## src/rtl/core/scf_pkg.sv

```systemverilog
// Shared types and constants for the strip cluster finder.
// No dependencies; every other file in rtl/core imports this package.
`timescale 1ns / 1ps

package scf_pkg;

  localparam int CHANNEL_COUNT = 2048;
  localparam int CHAN_W        = $clog2(CHANNEL_COUNT);
  localparam int CHAN_XW       = CHAN_W + 1;
  localparam int PID_W         = 24;

  // Configuration port.
  localparam int CFG_IDX_W  = 1;
  localparam int CFG_DATA_W = CHAN_W;
  localparam logic [CFG_IDX_W-1:0] REG_FINDER_MODE   = 1'd0;
  localparam logic [CFG_IDX_W-1:0] REG_SIDE_BOUNDARY = 1'd1;

  localparam logic [1:0]        MODE_RESET     = 2'd1;
  localparam logic [CHAN_W-1:0] BOUNDARY_RESET = CHAN_W'(CHANNEL_COUNT / 2);

  // Result queue.
  localparam int QUEUE_DEPTH = 4;
  localparam int QPTR_W      = $clog2(QUEUE_DEPTH);
  localparam int QCNT_W      = $clog2(QUEUE_DEPTH + 1);

  typedef enum logic [1:0] {
    MODE_IDEAL  = 2'd0,
    MODE_SIMPLE = 2'd1,
    MODE_GAP    = 2'd2
  } mode_t;

  typedef struct packed {
    logic [CHAN_W-1:0] channel;
    logic              single_particle;
    logic [PID_W-1:0]  particle_id;
    logic              lower_neighbour_dead;
    logic              last_hit;
  } in_item_t;

  typedef struct packed {
    logic [CHAN_W-1:0] first_strip;
    logic [CHAN_W-1:0] final_strip;
    logic              bridged_gap;
    logic              split_by_particle;
    logic              module_done;
  } cluster_t;

  // Up to two closed clusters come out of one hit.
  typedef struct packed {
    logic [1:0] count;
    cluster_t   res0;
    cluster_t   res1;
  } step_out_t;

endpackage

```

## src/rtl/core/scf_if.sv

```systemverilog
// Request channels of the strip cluster finder: hit input and cluster output.
// Depends on scf_pkg for the payload types.
`timescale 1ns / 1ps

interface scf_in_if;
  import scf_pkg::*;
  logic     valid;
  logic     ready;
  in_item_t data;
  modport source (output valid, output data, input ready);
  modport sink   (input valid, input data, output ready);
endinterface

interface scf_out_if;
  import scf_pkg::*;
  logic     valid;
  logic     ready;
  cluster_t data;
  modport source (output valid, output data, input ready);
  modport sink   (input valid, input data, output ready);
endinterface

```

## src/rtl/core/scf_cluster_step.sv

```systemverilog
// Open-cluster state and the per-hit clustering decision.
// Depends on scf_pkg; instantiated by strip_cluster_finder_unit.
`timescale 1ns / 1ps

module scf_cluster_step (
  input  logic                      clk,
  input  logic                      rst_n,
  input  logic                      step_valid,
  input  scf_pkg::in_item_t         item,
  input  logic [1:0]                finder_mode,
  input  logic [scf_pkg::CHAN_W-1:0] side_boundary,
  output scf_pkg::step_out_t        step_out
);
  import scf_pkg::*;

  logic              cluster_open_r, cluster_open_nxt;
  logic [CHAN_W-1:0] open_first_r, open_first_nxt;
  logic [CHAN_W-1:0] open_final_r, open_final_nxt;
  logic [PID_W-1:0]  open_particle_r, open_particle_nxt;
  logic              gap_used_r, gap_used_nxt;

  mode_t              mode;
  logic               take;
  logic               adjacent;
  logic               bridge;
  logic [CHAN_XW-1:0] ch_ext;
  logic [CHAN_XW-1:0] fin_ext;
  logic               a_open;
  logic [CHAN_W-1:0]  a_first;
  logic [CHAN_W-1:0]  a_final;
  logic [PID_W-1:0]   a_pid;
  logic               a_gap;
  logic               close_valid;
  cluster_t           close_res;
  logic               flush;
  cluster_t           flush_res;

  always_comb begin
    case (finder_mode)
      MODE_IDEAL: mode = MODE_IDEAL;
      MODE_GAP:   mode = MODE_GAP;
      default:    mode = MODE_SIMPLE;
    endcase

    take     = !(mode == MODE_IDEAL && !item.single_particle);
    ch_ext   = {1'b0, item.channel};
    fin_ext  = {1'b0, open_final_r};
    adjacent = (ch_ext == fin_ext + CHAN_XW'(1)) && (item.channel != side_boundary);
    // The dead-strip bridge ignores the side boundary on purpose.
    bridge   = (mode == MODE_GAP) && (ch_ext == fin_ext + CHAN_XW'(2)) &&
               item.lower_neighbour_dead && !gap_used_r;

    a_open  = cluster_open_r;
    a_first = open_first_r;
    a_final = open_final_r;
    a_pid   = open_particle_r;
    a_gap   = gap_used_r;

    close_valid                 = 1'b0;
    close_res.first_strip       = open_first_r;
    close_res.final_strip       = open_final_r;
    close_res.bridged_gap       = gap_used_r;
    close_res.split_by_particle = 1'b0;
    close_res.module_done       = 1'b0;

    if (take) begin
      if (!cluster_open_r) begin
        a_open = 1'b1;
        a_first = item.channel;
        a_final = item.channel;
        a_pid = item.particle_id;
        a_gap = 1'b0;
      end else if (adjacent && !(mode == MODE_IDEAL && item.particle_id != open_particle_r)) begin
        a_final = item.channel;
      end else if (!adjacent && bridge) begin
        a_final = item.channel;
        a_gap = 1'b1;
      end else begin
        // Close the open cluster and start a new one on this hit.
        close_valid = 1'b1;
        close_res.split_by_particle = adjacent;
        a_open = 1'b1;
        a_first = item.channel;
        a_final = item.channel;
        a_pid = item.particle_id;
        a_gap = 1'b0;
      end
    end

    flush                       = item.last_hit && a_open;
    flush_res.first_strip       = a_first;
    flush_res.final_strip       = a_final;
    flush_res.bridged_gap       = a_gap;
    flush_res.split_by_particle = 1'b0;
    flush_res.module_done       = 1'b1;

    step_out.count = 2'd0;
    step_out.res0  = flush_res;
    step_out.res1  = flush_res;
    if (step_valid) begin
      if (close_valid) begin
        step_out.res0  = close_res;
        step_out.count = flush ? 2'd2 : 2'd1;
      end else begin
        step_out.count = flush ? 2'd1 : 2'd0;
      end
    end

    cluster_open_nxt  = cluster_open_r;
    open_first_nxt    = open_first_r;
    open_final_nxt    = open_final_r;
    open_particle_nxt = open_particle_r;
    gap_used_nxt      = gap_used_r;
    if (step_valid) begin
      if (flush) begin
        cluster_open_nxt  = 1'b0;
        open_first_nxt    = '0;
        open_final_nxt    = '0;
        open_particle_nxt = '0;
        gap_used_nxt      = 1'b0;
      end else begin
        cluster_open_nxt  = a_open;
        open_first_nxt    = a_first;
        open_final_nxt    = a_final;
        open_particle_nxt = a_pid;
        gap_used_nxt      = a_gap;
      end
    end
  end

  always_ff @(posedge clk) begin
    if (!rst_n) begin
      cluster_open_r  <= 1'b0;
      open_first_r    <= '0;
      open_final_r    <= '0;
      open_particle_r <= '0;
      gap_used_r      <= 1'b0;
    end else begin
      cluster_open_r  <= cluster_open_nxt;
      open_first_r    <= open_first_nxt;
      open_final_r    <= open_final_nxt;
      open_particle_r <= open_particle_nxt;
      gap_used_r      <= gap_used_nxt;
    end
  end

endmodule

```

## src/rtl/core/scf_result_queue.sv

```systemverilog
// Small register queue that takes up to two clusters per cycle and releases
// one per cycle while the receiver is ready. Depends on scf_pkg and scf_if.
`timescale 1ns / 1ps

module scf_result_queue (
  input  logic                       clk,
  input  logic                       rst_n,
  input  scf_pkg::step_out_t         push,
  output logic [scf_pkg::QCNT_W-1:0] fill,
  scf_out_if.source                  out_ch
);
  import scf_pkg::*;

  cluster_t           entry_r [QUEUE_DEPTH];
  logic [QPTR_W-1:0]  rd_ptr_r, rd_ptr_nxt;
  logic [QPTR_W-1:0]  wr_ptr_r, wr_ptr_nxt;
  logic [QCNT_W-1:0]  count_r, count_nxt;
  logic               pop;
  logic [QPTR_W-1:0]  wr_ptr_2nd;

  assign out_ch.valid = (count_r != '0);
  assign out_ch.data  = entry_r[rd_ptr_r];
  assign fill         = count_r;

  always_comb begin
    pop        = out_ch.valid && out_ch.ready;
    wr_ptr_2nd = wr_ptr_r + QPTR_W'(1);
    rd_ptr_nxt = pop ? rd_ptr_r + QPTR_W'(1) : rd_ptr_r;
    wr_ptr_nxt = wr_ptr_r + QPTR_W'(push.count);
    count_nxt  = count_r + QCNT_W'(push.count) - QCNT_W'(pop);
  end

  always_ff @(posedge clk) begin
    if (!rst_n) begin
      rd_ptr_r <= '0;
      wr_ptr_r <= '0;
      count_r  <= '0;
    end else begin
      rd_ptr_r <= rd_ptr_nxt;
      wr_ptr_r <= wr_ptr_nxt;
      count_r  <= count_nxt;
    end
  end

  always_ff @(posedge clk) begin
    if (push.count != 2'd0) begin
      entry_r[wr_ptr_r] <= push.res0;
    end
    if (push.count == 2'd2) begin
      entry_r[wr_ptr_2nd] <= push.res1;
    end
  end

endmodule

```

## src/rtl/core/strip_cluster_finder_unit.sv

```systemverilog
// Strip cluster finder: groups ascending fired strip channels into clusters.
// A taken hit is held in the staging register, then its clusters go to the result queue.
// Throughput: one hit per cycle; clusters leave at one per cycle through a
// four-entry result queue, so hits closing two clusters or a stalled cluster
// receiver can stall input once more than two entries are in use.
// Reset (synchronous, rst_n low): no open cluster, queue empty, finder_mode
// 1 and side_boundary_channel 1024. Depends on scf_pkg, scf_if and submodules.
`timescale 1ns / 1ps

module strip_cluster_finder_unit (
  input  logic                           clk,
  input  logic                           rst_n,
  scf_in_if.sink                         in_ch,
  scf_out_if.source                      out_ch,
  input  logic                           cfg_we,
  input  logic [scf_pkg::CFG_IDX_W-1:0]  cfg_index,
  input  logic [scf_pkg::CFG_DATA_W-1:0] cfg_wdata
);
  import scf_pkg::*;

  logic [1:0]        finder_mode_r, finder_mode_nxt;
  logic [CHAN_W-1:0] side_boundary_r, side_boundary_nxt;
  logic              stage_valid_r, stage_valid_nxt;
  in_item_t          stage_item_r;
  logic              advance;
  logic              accept;
  logic [QCNT_W-1:0] fill;
  step_out_t         step_out;

  always_comb begin
    finder_mode_nxt   = finder_mode_r;
    side_boundary_nxt = side_boundary_r;
    if (cfg_we) begin
      case (cfg_index)
        REG_FINDER_MODE:   finder_mode_nxt = cfg_wdata[1:0];
        REG_SIDE_BOUNDARY: side_boundary_nxt = cfg_wdata[CHAN_W-1:0];
        default: ;
      endcase
    end
  end

  // The staged hit moves on only when the queue has room for two clusters.
  always_comb begin
    advance         = stage_valid_r && (fill <= QCNT_W'(QUEUE_DEPTH - 2));
    in_ch.ready     = !stage_valid_r || advance;
    accept          = in_ch.valid && in_ch.ready;
    stage_valid_nxt = accept || (stage_valid_r && !advance);
  end

  always_ff @(posedge clk) begin
    if (!rst_n) begin
      finder_mode_r   <= MODE_RESET;
      side_boundary_r <= BOUNDARY_RESET;
      stage_valid_r   <= 1'b0;
    end else begin
      finder_mode_r   <= finder_mode_nxt;
      side_boundary_r <= side_boundary_nxt;
      stage_valid_r   <= stage_valid_nxt;
    end
  end

  always_ff @(posedge clk) begin
    if (accept) begin
      stage_item_r <= in_ch.data;
    end
  end

  scf_cluster_step u_step (
    .clk           (clk),
    .rst_n         (rst_n),
    .step_valid    (advance),
    .item          (stage_item_r),
    .finder_mode   (finder_mode_r),
    .side_boundary (side_boundary_r),
    .step_out      (step_out)
  );

  scf_result_queue u_queue (
    .clk    (clk),
    .rst_n  (rst_n),
    .push   (step_out),
    .fill   (fill),
    .out_ch (out_ch)
  );

endmodule

```

## src/flat_wrapper.sv

```systemverilog
// flat-port wrapper written by rule: the top's interface ports become plain ports
module strip_cluster_finder_unit_flat import scf_pkg::*;
  (clk, rst_n, cfg_we, cfg_index, cfg_wdata, in_ch_valid, in_ch_data, in_ch_ready, out_ch_valid, out_ch_data, out_ch_ready);
  scf_in_if in_ch_i ();
  scf_out_if out_ch_i ();
  input  logic clk;
  input  logic rst_n;
  input  logic cfg_we;
  input  logic [scf_pkg::CFG_IDX_W-1:0] cfg_index;
  input  logic [scf_pkg::CFG_DATA_W-1:0] cfg_wdata;
  input wire logic [$bits(in_ch_i.valid)-1:0] in_ch_valid;
  input wire logic [$bits(in_ch_i.data)-1:0] in_ch_data;
  output wire logic [$bits(in_ch_i.ready)-1:0] in_ch_ready;
  output wire logic [$bits(out_ch_i.valid)-1:0] out_ch_valid;
  output wire logic [$bits(out_ch_i.data)-1:0] out_ch_data;
  input wire logic [$bits(out_ch_i.ready)-1:0] out_ch_ready;
  assign in_ch_i.valid = in_ch_valid;
  assign in_ch_i.data = in_ch_data;
  assign in_ch_ready = in_ch_i.ready;
  assign out_ch_valid = out_ch_i.valid;
  assign out_ch_data = out_ch_i.data;
  assign out_ch_i.ready = out_ch_ready;
  strip_cluster_finder_unit u_core (.clk(clk), .rst_n(rst_n), .in_ch(in_ch_i), .out_ch(out_ch_i), .cfg_we(cfg_we), .cfg_index(cfg_index), .cfg_wdata(cfg_wdata));
endmodule
```

## config.mk

```make
export PLATFORM = sky130hd
export DESIGN_NAME = strip_cluster_finder_unit_flat
export DESIGN_NICKNAME = d
export VERILOG_FILES = /design/src/rtl/core/scf_pkg.sv /design/src/rtl/core/scf_if.sv /design/src/rtl/core/scf_cluster_step.sv /design/src/rtl/core/scf_result_queue.sv /design/src/rtl/core/strip_cluster_finder_unit.sv /design/src/flat_wrapper.sv
export SDC_FILE = /design/constraint.sdc
export NUM_CORES = 1
export LEC_CHECK = 0
export BUFFER_PORTS_ARGS = -buffer_cell sky130_fd_sc_hd__buf_4
export CAP_MARGIN = 0
export CORE_MARGIN = 2
export CORE_UTILIZATION = 45
export CTS_BUF_LIST = sky130_fd_sc_hd__clkbuf_4 sky130_fd_sc_hd__clkbuf_8 sky130_fd_sc_hd__clkbuf_16
export CTS_CLUSTER_DIAMETER = 50
export DETAILED_ROUTE_END_ITERATION = 8
export GPL_TIMING_DRIVEN = 0
export PLACE_DENSITY = 0.75
export SLEW_MARGIN = 20
export SYNTH_ARGS = -nofsm -noshare
export SYNTH_HDL_FRONTEND = slang
export SYNTH_SLANG_ARGS = --single-unit
```

## constraint.sdc

```tcl
create_clock -name clk -period 7 [get_ports clk]
set_input_delay 0.35 -clock clk [delete_from_list [all_inputs] [get_ports clk]]
set_output_delay 0.35 -clock clk [all_outputs]
set_load 0.02 [all_outputs]
```

==> flow_metrics.py, run 1 <==
metrics = {
    "synthesis": {
        "synth_area_um2": 9920,
        "synth.net_count": 839,
        "syn_inst": 776,
        "post_synth.cell_area_avg_um2": 12.8,
        "synth-seq-cells": 209,
        "synthAdderAreaFrac": 0.0108,
        "synth_simple_gate_area_frac": 0.0948,
        "synth_top_family_by_area": "compound AO/OA/AOI/OAI gates",
        "synthArstFlopShare": 0,
        "synth_xor_area_frac": 0.0528,
        "ys_types": 63,
        "synthMuxAreaShare": 0.0622,
        "ys_seq_area_frac": 0.553,
        "synth_top_flop_cell": "edfxtp_1",
        "synth-edff-count": 130,
        "synth-compound-area-share": 0.182,
        "yosys_warnings": 0,
    },
    "clocking": {
        "cts_made_buffers": 27,
        "cts.repair.resized": 0,
        "cts_setup_buffers": 0,
        "root_buffer": "clkbuf_16",
        "clk_pin_slew_worst_paths_ns": 0.05,
        "cts_tree": "built",
        "cts_hold_buffers": 32,
        "cts_buffer_depth": 3,
        "clk_latency_ns": 0.53,
        "clock-sinks": 209,
        "htree_levels": 1,
    },
    "global_route": {
        "globalRouteTotalUtil": 0.210,
        "grt_max_degree": 36,
        "grt-busiest-layer": "met2",
        "grt_use_met2": 0.343,
        "grt.overflow.total": 0,
        "grt_pass1_wl_um": 39100,
        "antenna_found_initial": 0,
        "met1_usage": 0.289,
        "met3_usage": 0.0310,
        "grt_pass1_vias": 7260,
    },
    "finish": {
        "multi_input_comb_area_um2": 4010,
        "filler_cell_count": 1777,
        "drive_above_1_share": 0.220,
        "nNetsFinal": 982,
        "antennaDiodeCount": 0,
        "final_core_util": 0.556,
        "area_growth_pct": 22.0,
        "seqCellArea_um2": 5490,
    },
    "placed_design": {
        "gp_congestion": 0.924,
        "io_buffers": 80,
        "dp_hpwl_um": 16600,
    },
    "floorplanning": {
        "rows": 54,
        "fp.coreArea_um2": 21800,
        "die_h_um": 153,
        "pin_count": 82,
        "die_w_um": 153,
        "start_util": 0.456,
        "die-area_um2": 23300,
    },
    "pwr": {
        "power.switching_mw": 0.990,
        "p_sw_frac": 0.282,
        "leakagePower_nw": 4.27,
        "finalPower_mw": 3.51,
        "power_density_nw_per_um2": 290,
        "p_seq_frac": 0.416,
        "internal_power_mw": 2.52,
        "max-vdd-ir-drop_uv": 199,
        "p_comb_frac": 0.214,
        "clockPowerShare": 0.370,
    },
    "setup_path": {
        "cp_max_fo": 25,
        "critPathLaunchType": "flip-flop",
        "critPathRequiredTime_ns": 7.27,
        "crit_top_cell": "nor2_1",
        "critPathTopFamily": "simple AND/OR/NAND/NOR gates",
        "crit_type": "flip-flop to flip-flop",
        "path_buf_inv": 3,
        "critPathCaptureType": "flip-flop",
        "cp_slowest_cell": "clkinv_1",
        "worstPathCellList": "clkbuf_1 > nand4_1 > nor2_1 > mux2_2 > a311oi_1 > nor4b_4 > nor3_1 > and2_1 > ha_1 > o21ai_0 > nor2_1 > nor2_1 > clkinv_1 > nand2_1 > a21oi_1 > buf_2 > a32o_1",
        "slowest_delay_ns": 0.90,
        "cp_data_arrival_time_ns": 6.48,
    },
    "timing": {
        "setup_viol": 0,
        "slew_viol_final": 0,
        "rsz0062_at_grt": "no",
        "period_share": 0.887,
        "period_needed_ns": 6.21,
        "max_clock_freq_mhz": 161,
        "setup_tns_ns": 0,
        "max-slew-margin-rel": 0.236,
        "skew_ns": 0.0211,
        "worstMarginPinSlew_ns": 1.14,
        "finalHoldViolCount": 0,
    },
    "routing": {
        "drt-pass1-iter-count": 5,
        "drt-total-wl_um": 24700,
        "ant_nets": 0,
        "detail_route.wl_per_cell_um": 20.2,
        "routed-via-count": 7295,
        "avgViaCountPerCell": 5.98,
        "drcViolationCount": 0,
        "initialDrtViolationCount": 858,
    },
    "run_status": {
        "run_status": "finished clean",
    },
    "flow_run": {
        "max_cap_violations": 0,
    },
    "min_path": {
        "hold_path.class": "input pin to flip-flop",
    },
}
[cell type report]
class / count / share of cell area
sequential: 209 / 0.453
multi-input combinational: 473 / 0.331
timing repair buffer: 114 / 0.0800
clock buffer: 32 / 0.0589
buffer: 81 / 0.0327
tap: 280 / 0.0289
clock inverter: 17 / 0.0111
inverter: 13 / 0.00403
[registers in the layout, summed over array words and instances (netlist names), named ones only]
| register | flops |
|---|---|
| u_core.stage_item_r | 38 |
| u_core.u_queue.fill | 3 |
| u_core.side_boundary_r | 11 |
| u_core.u_step.open_particle_r | 24 |
| u_core.u_queue.rd_ptr_r | 2 |
| u_core.u_queue.wr_ptr_r | 2 |
| u_core.stage_valid_r | 1 |
| u_core.u_queue.entry_r | 100 |
| u_core.u_step.open_first_r | 11 |
| u_core.finder_mode_r | 2 |
| u_core.u_step.cluster_open_r | 1 |
| u_core.u_step.open_final_r | 11 |
| u_core.u_step.gap_used_r | 1 |
[power by group through the flow]
| stage | clock network, mW | logic, mW | registers (mW) |
|---|---|---|---|
| after floorplan | 0 | 0.501 | 1.47 |
| after global placement | 0 | 0.721 | 1.48 |
| after detailed placement | 0 | 0.740 | 1.49 |
| after CTS | 1.31 | 0.758 | 1.46 |
| after global routing | 1.36 | 0.816 | 1.47 |
| final | 1.30 | 0.753 | 1.46 |
[synth_stat cells (10+ instances only)]
library cell	number	area share
a21boi_0	11	0.0083
a22o_1	35	0.031
a22oi_1	12	0.0091
a32o_1	91	0.092
and2_1	14	0.0088
buf_2	25	0.013
clkbuf_1	39	0.015
dfxtp_1	79	0.16
edfxtp_1	130	0.39
inv_1	13	0.0049
mux4_2	25	0.057
nand2_1	47	0.018
nand3_1	12	0.0061
nand4_1	10	0.0063
nor2_1	20	0.0076
nor2b_1	16	0.010
nor3_1	11	0.0055
o21ai_0	16	0.0081
xnor2_1	42	0.037
xor2_1	16	0.014
[final timing paths]
| path | from | to | slack, ns | cells after the start |
|---|---|---|---|---|
| max | u_core.u_step.open_final_r[0]$_SDFFE_PN0P_ | u_core.u_queue.entry_r[1][17]$_DFFE_PP_ | 0.79 | 17 |
| min | in_ch_data[32] | u_core.stage_item_r[32]$_DFFE_PP_ | 0.02 | 1 |
| max reg2reg | u_core.u_step.open_final_r[0]$_SDFFE_PN0P_ | u_core.u_queue.entry_r[1][17]$_DFFE_PP_ | 0.79 | 17 |
| min reg2reg | u_core.u_queue.entry_r[2][1]$_SDFFE_PP0N_ | u_core.u_queue.entry_r[2][1]$_SDFFE_PP0N_ | 0.46 | 2 |
[cell families (layout without fill, tap and decap cells)]
group,after synthesis,count (layout)
flops,209,209
compound gates,204,204
simple gates,172,172
buf+inv,94,257
xor+xnor,59,59
mux,30,30
fa+ha+maj,8,8
[per-layer routing]
metal  up-vias  part of all wire
li1       3341                 -
met1      3490              0.41
met2       402              0.47
met3        62             0.092
met4         0             0.031
met5         -                 0
[worst register-to-register path, cell delays in order (launching register included)]
cell and delay, ns:
dfxtp_1 0.33, clkbuf_1 0.43, nand4_1 0.19, nor2_1 0.21, mux2_2 0.36, a311oi_1 0.63, nor4b_4 0.14, nor3_1 0.36
and2_1 0.19, ha_1 0.34, o21ai_0 0.53, nor2_1 0.14, nor2_1 0.33, clkinv_1 0.90, nand2_1 0.25, a21oi_1 0.11
buf_2 0.25, a32o_1 0.26
[cell usage in the layout (no fill, tap or decap), types with 15 or more instances in the layout]
cell type	count
edfxtp_1	130
a32o_1	91
buf_4	88
dfxtp_1	79
nand2_1	47
xnor2_1	42
clkbuf_1	39
a22o_1	35
dlygate4sd3_1	32
clkbuf_16	27
buf_2	25
mux4_2	25
nor2_1	20
xor2_1	16
nor2b_1	16
o21ai_0	15
[per-stage QoR]
step | setup slack, ns | cell area (um2) | std cells | hold slack (ns)
floorplan | 1.29 | 9920 | 776 | 0.420
global placement | -0.817 | 10900 | 1136 | 0.440
detailed placement | 1.27 | 10900 | 1138 | 0.450
CTS | 1.23 | 12100 | 1219 | 0.00228
global route | 0.491 | 12100 | 1219 | 0.00225
finish | 0.793 | 12100 | 1219 | 0.0167
No activity file was read; power rests on OpenSTA's default activity.
==> run 2, diff against run 1 <==
CORE_MARGIN = 5   (was 2)
==> run 2 against run 1 <==
Power is 0.88% lower; worst setup slack better by 0.43 ns; global-route usage fell by 1.4 points; die area up 8.0%; wire length shrank 1.1%.
==> flow_metrics.py, run 2 (synthesis results as in run 1) <==
metrics = {
    "run_status": {
        "run_status": "finished clean",
    },
    "routing": {
        "detail_route.wl_per_cell_um": 20.4,
        "avgViaCountPerCell": 5.97,
        "drt-pass1-iter-count": 6,
        "drt-total-wl_um": 24400,
        "drcViolationCount": 0,
        "routed-via-count": 7147,
        "initialDrtViolationCount": 795,
        "ant_nets": 0,
    },
    "setup_path": {
        "critPathTopFamily": "simple AND/OR/NAND/NOR gates",
        "reg2reg_slack_ns": 1.22,
        "cp_slowest_cell": "inv_1",
        "critPathLaunchType": "flip-flop",
        "r2r_start": "u_core.u_step.open_final_r[0]$_SDFFE_PN0P_",
        "crit_type": "flip-flop to flip-flop",
        "path_buf_inv": 3,
        "cp_max_fo": 25,
        "critPathCaptureType": "flip-flop",
        "cp_data_arrival_time_ns": 6.15,
        "slowest_delay_ns": 0.82,
        "r2r-end": "u_core.u_queue.entry_r[1][16]$_DFFE_PP_",
        "critPathRequiredTime_ns": 7.37,
        "worstPathCellList": "clkbuf_1 > nand4_1 > nor2_1 > mux2_2 > a311oi_1 > nor4b_4 > nor3_1 > and2_1 > ha_1 > nor2b_1 > nand2_1 > nor3_1 > nor2_1 > inv_1 > nand2_1 > a21oi_1 > buf_2 > a32o_1",
        "r2r_cells": 18,
    },
    "finish": {
        "regMostFlops": "u_core.u_queue.entry_r",
        "area_growth_pct": 19.9,
        "final_common_cell": "edfxtp_1",
        "antennaDiodeCount": 0,
        "nNetsFinal": 963,
        "seqCellArea_um2": 5490,
        "final_cell_mix": "edfxtp_1 (130), a32o_1 (91), buf_4 (88), dfxtp_1 (79), nand2_1 (47)",
        "filler_cell_count": 1814,
        "final_core_util": 0.547,
        "largest_reg_flops": 100,
        "multi_input_comb_area_um2": 4010,
        "drive_above_1_share": 0.228,
        "largestRegisters": "u_core.u_queue.entry_r (100), u_core.stage_item_r (38), u_core.u_step.open_particle_r (24)",
    },
    "clocking": {
        "clk_latency_ns": 0.51,
        "htree_levels": 1,
        "cts.repair.resized": 0,
        "clock-sinks": 209,
        "clk_pin_slew_worst_paths_ns": 0.06,
        "cts_buffer_depth": 3,
        "cts_tree": "built",
        "root_buffer": "clkbuf_16",
        "cts_made_buffers": 25,
    },
    "timing": {
        "slew_viol_final": 0,
        "setup_viol": 0,
        "max-slew-margin-rel": 0.263,
        "period_share": 0.826,
        "setup_ws_ns": 1.22,
        "max_clock_freq_mhz": 173,
        "finalHoldViolCount": 0,
        "rsz0062_at_grt": "no",
        "period_needed_ns": 5.78,
        "skew_ns": 0.0133,
        "whs_ns": 0.0166,
        "worstMarginPinSlew_ns": 1.10,
    },
    "global_route": {
        "grt_max_degree": 36,
        "globalRouteTotalUtil": 0.196,
        "met3_usage": 0.0296,
        "grt_pass1_wl_um": 38500,
        "grt.overflow.total": 0,
        "met1_usage": 0.269,
        "grt_use_met2": 0.330,
        "grt_pass1_vias": 7125,
        "antenna_found_initial": 0,
        "grt-busiest-layer": "met2",
    },
    "floorplanning": {
        "die-area_um2": 25100,
        "fp.coreArea_um2": 21800,
        "start_util": 0.456,
        "rows": 54,
        "die_h_um": 159,
        "pin_count": 82,
        "die_w_um": 159,
    },
    "pwr": {
        "p_comb_frac": 0.214,
        "internal_power_mw": 2.51,
        "p_sw_frac": 0.278,
        "clockPowerShare": 0.366,
        "power.switching_mw": 0.968,
        "p_seq_frac": 0.419,
        "max-vdd-ir-drop_uv": 174,
        "finalPower_mw": 3.48,
        "power_density_nw_per_um2": 292,
        "leakagePower_nw": 4.21,
    },
    "min_path": {
        "hp-start": "in_ch_data[22]",
        "hold-path-endpoint": "u_core.stage_item_r[22]$_DFFE_PP_",
        "whs_path_depth": 1,
        "hold_path.class": "input pin to flip-flop",
    },
    "flow_run": {
        "max_cap_violations": 0,
    },
    "placed_design": {
        "dp_hpwl_um": 16800,
        "io_buffers": 80,
        "gp_congestion": 0.919,
        "pre_cts_ws_ns": 1.30,
    },
}
run 2: cell count changes in the layout (fill, tap and decap cells not counted), moves of 3 or more:
cell           before  now
dlygate4sd3_1      32   15
clkinv_1            7    0
clkbuf_4            5   10
clkinv_4            3    0
clkinvlp_4          3    0
inv_6               0    3
run 2: worst register-to-register path, stage by stage, from the launching register on:
cell	delay, ns
dfxtp_1	0.33
clkbuf_1	0.45
nand4_1	0.20
nor2_1	0.21
mux2_2	0.36
a311oi_1	0.60
nor4b_4	0.14
nor3_1	0.38
and2_1	0.19
ha_1	0.34
nor2b_1	0.25
nand2_1	0.12
nor3_1	0.23
nor2_1	0.13
inv_1	0.82
nand2_1	0.14
a21oi_1	0.27
buf_2	0.30
a32o_1	0.19
run 2: final cells by class:
cell class	instances	area share
Inverter	13	0.00410
Sequential cell	209	0.461
Multi-Input combinational cell	473	0.337
Buffer	81	0.0332
Clock inverter	8	0.00757
Timing Repair Buffer	97	0.0671
Clock buffer	37	0.0612
Tap cell	280	0.0294
run 2: routing by layer:
metal	part of all wire	wire [um]
met1	0.42	10300
met5	0	0
met4	0.023	565
met3	0.075	1840
met2	0.48	11700
run 2: repair_timing:
item,in CTS,in global routing
buffers inserted,0,0
hold buffers,15,0
endpoints found under the hold margin,15,0
run 2: worst max-delay path by stage:
stage | startpoint | endpoint | cells past startpoint
final | u_core.u_step.open_final_r[0]$_SDFFE_PN0P_ | u_core.u_queue.entry_r[1][16]$_DFFE_PP_ | 18
after global routing | u_core.u_step.open_final_r[0]$_SDFFE_PN0P_ | u_core.u_queue.entry_r[1][2]$_DFFE_PP_ | 18
after detailed placement | u_core.u_step.open_final_r[0]$_SDFFE_PN0P_ | u_core.u_queue.entry_r[1][2]$_DFFE_PP_ | 18
after global placement | u_core.u_step.open_final_r[0]$_SDFFE_PN0P_ | u_core.u_queue.entry_r[0][19]$_DFFE_PP_ | 17
after floorplan | u_core.u_step.open_final_r[1]$_SDFFE_PN0P_ | u_core.u_queue.entry_r[0][14]$_DFFE_PP_ | 17
after CTS | u_core.u_step.open_final_r[0]$_SDFFE_PN0P_ | u_core.u_queue.entry_r[1][16]$_DFFE_PP_ | 18
run 2: power by group through the flow:
stage,Combinational (mW),Clock [mW],Sequential (mW)
2_1_floorplan,0.501,0,1.47
3_3_place_gp,0.724,0,1.48
3_5_place_dp,0.743,0,1.48
4_1_cts,0.753,1.29,1.46
5_1_grt,0.810,1.35,1.47
6_report,0.746,1.27,1.46
run 2: per-stage QoR:
stage               TNS, ns  std cells  cell area [um2]
floorplan                 0        776             9920
detailed placement        0       1138            10900
CTS                       0       1198            11900
finish                    0       1198            11900
global route              0       1198            11900
global placement     -11.40       1136            10900
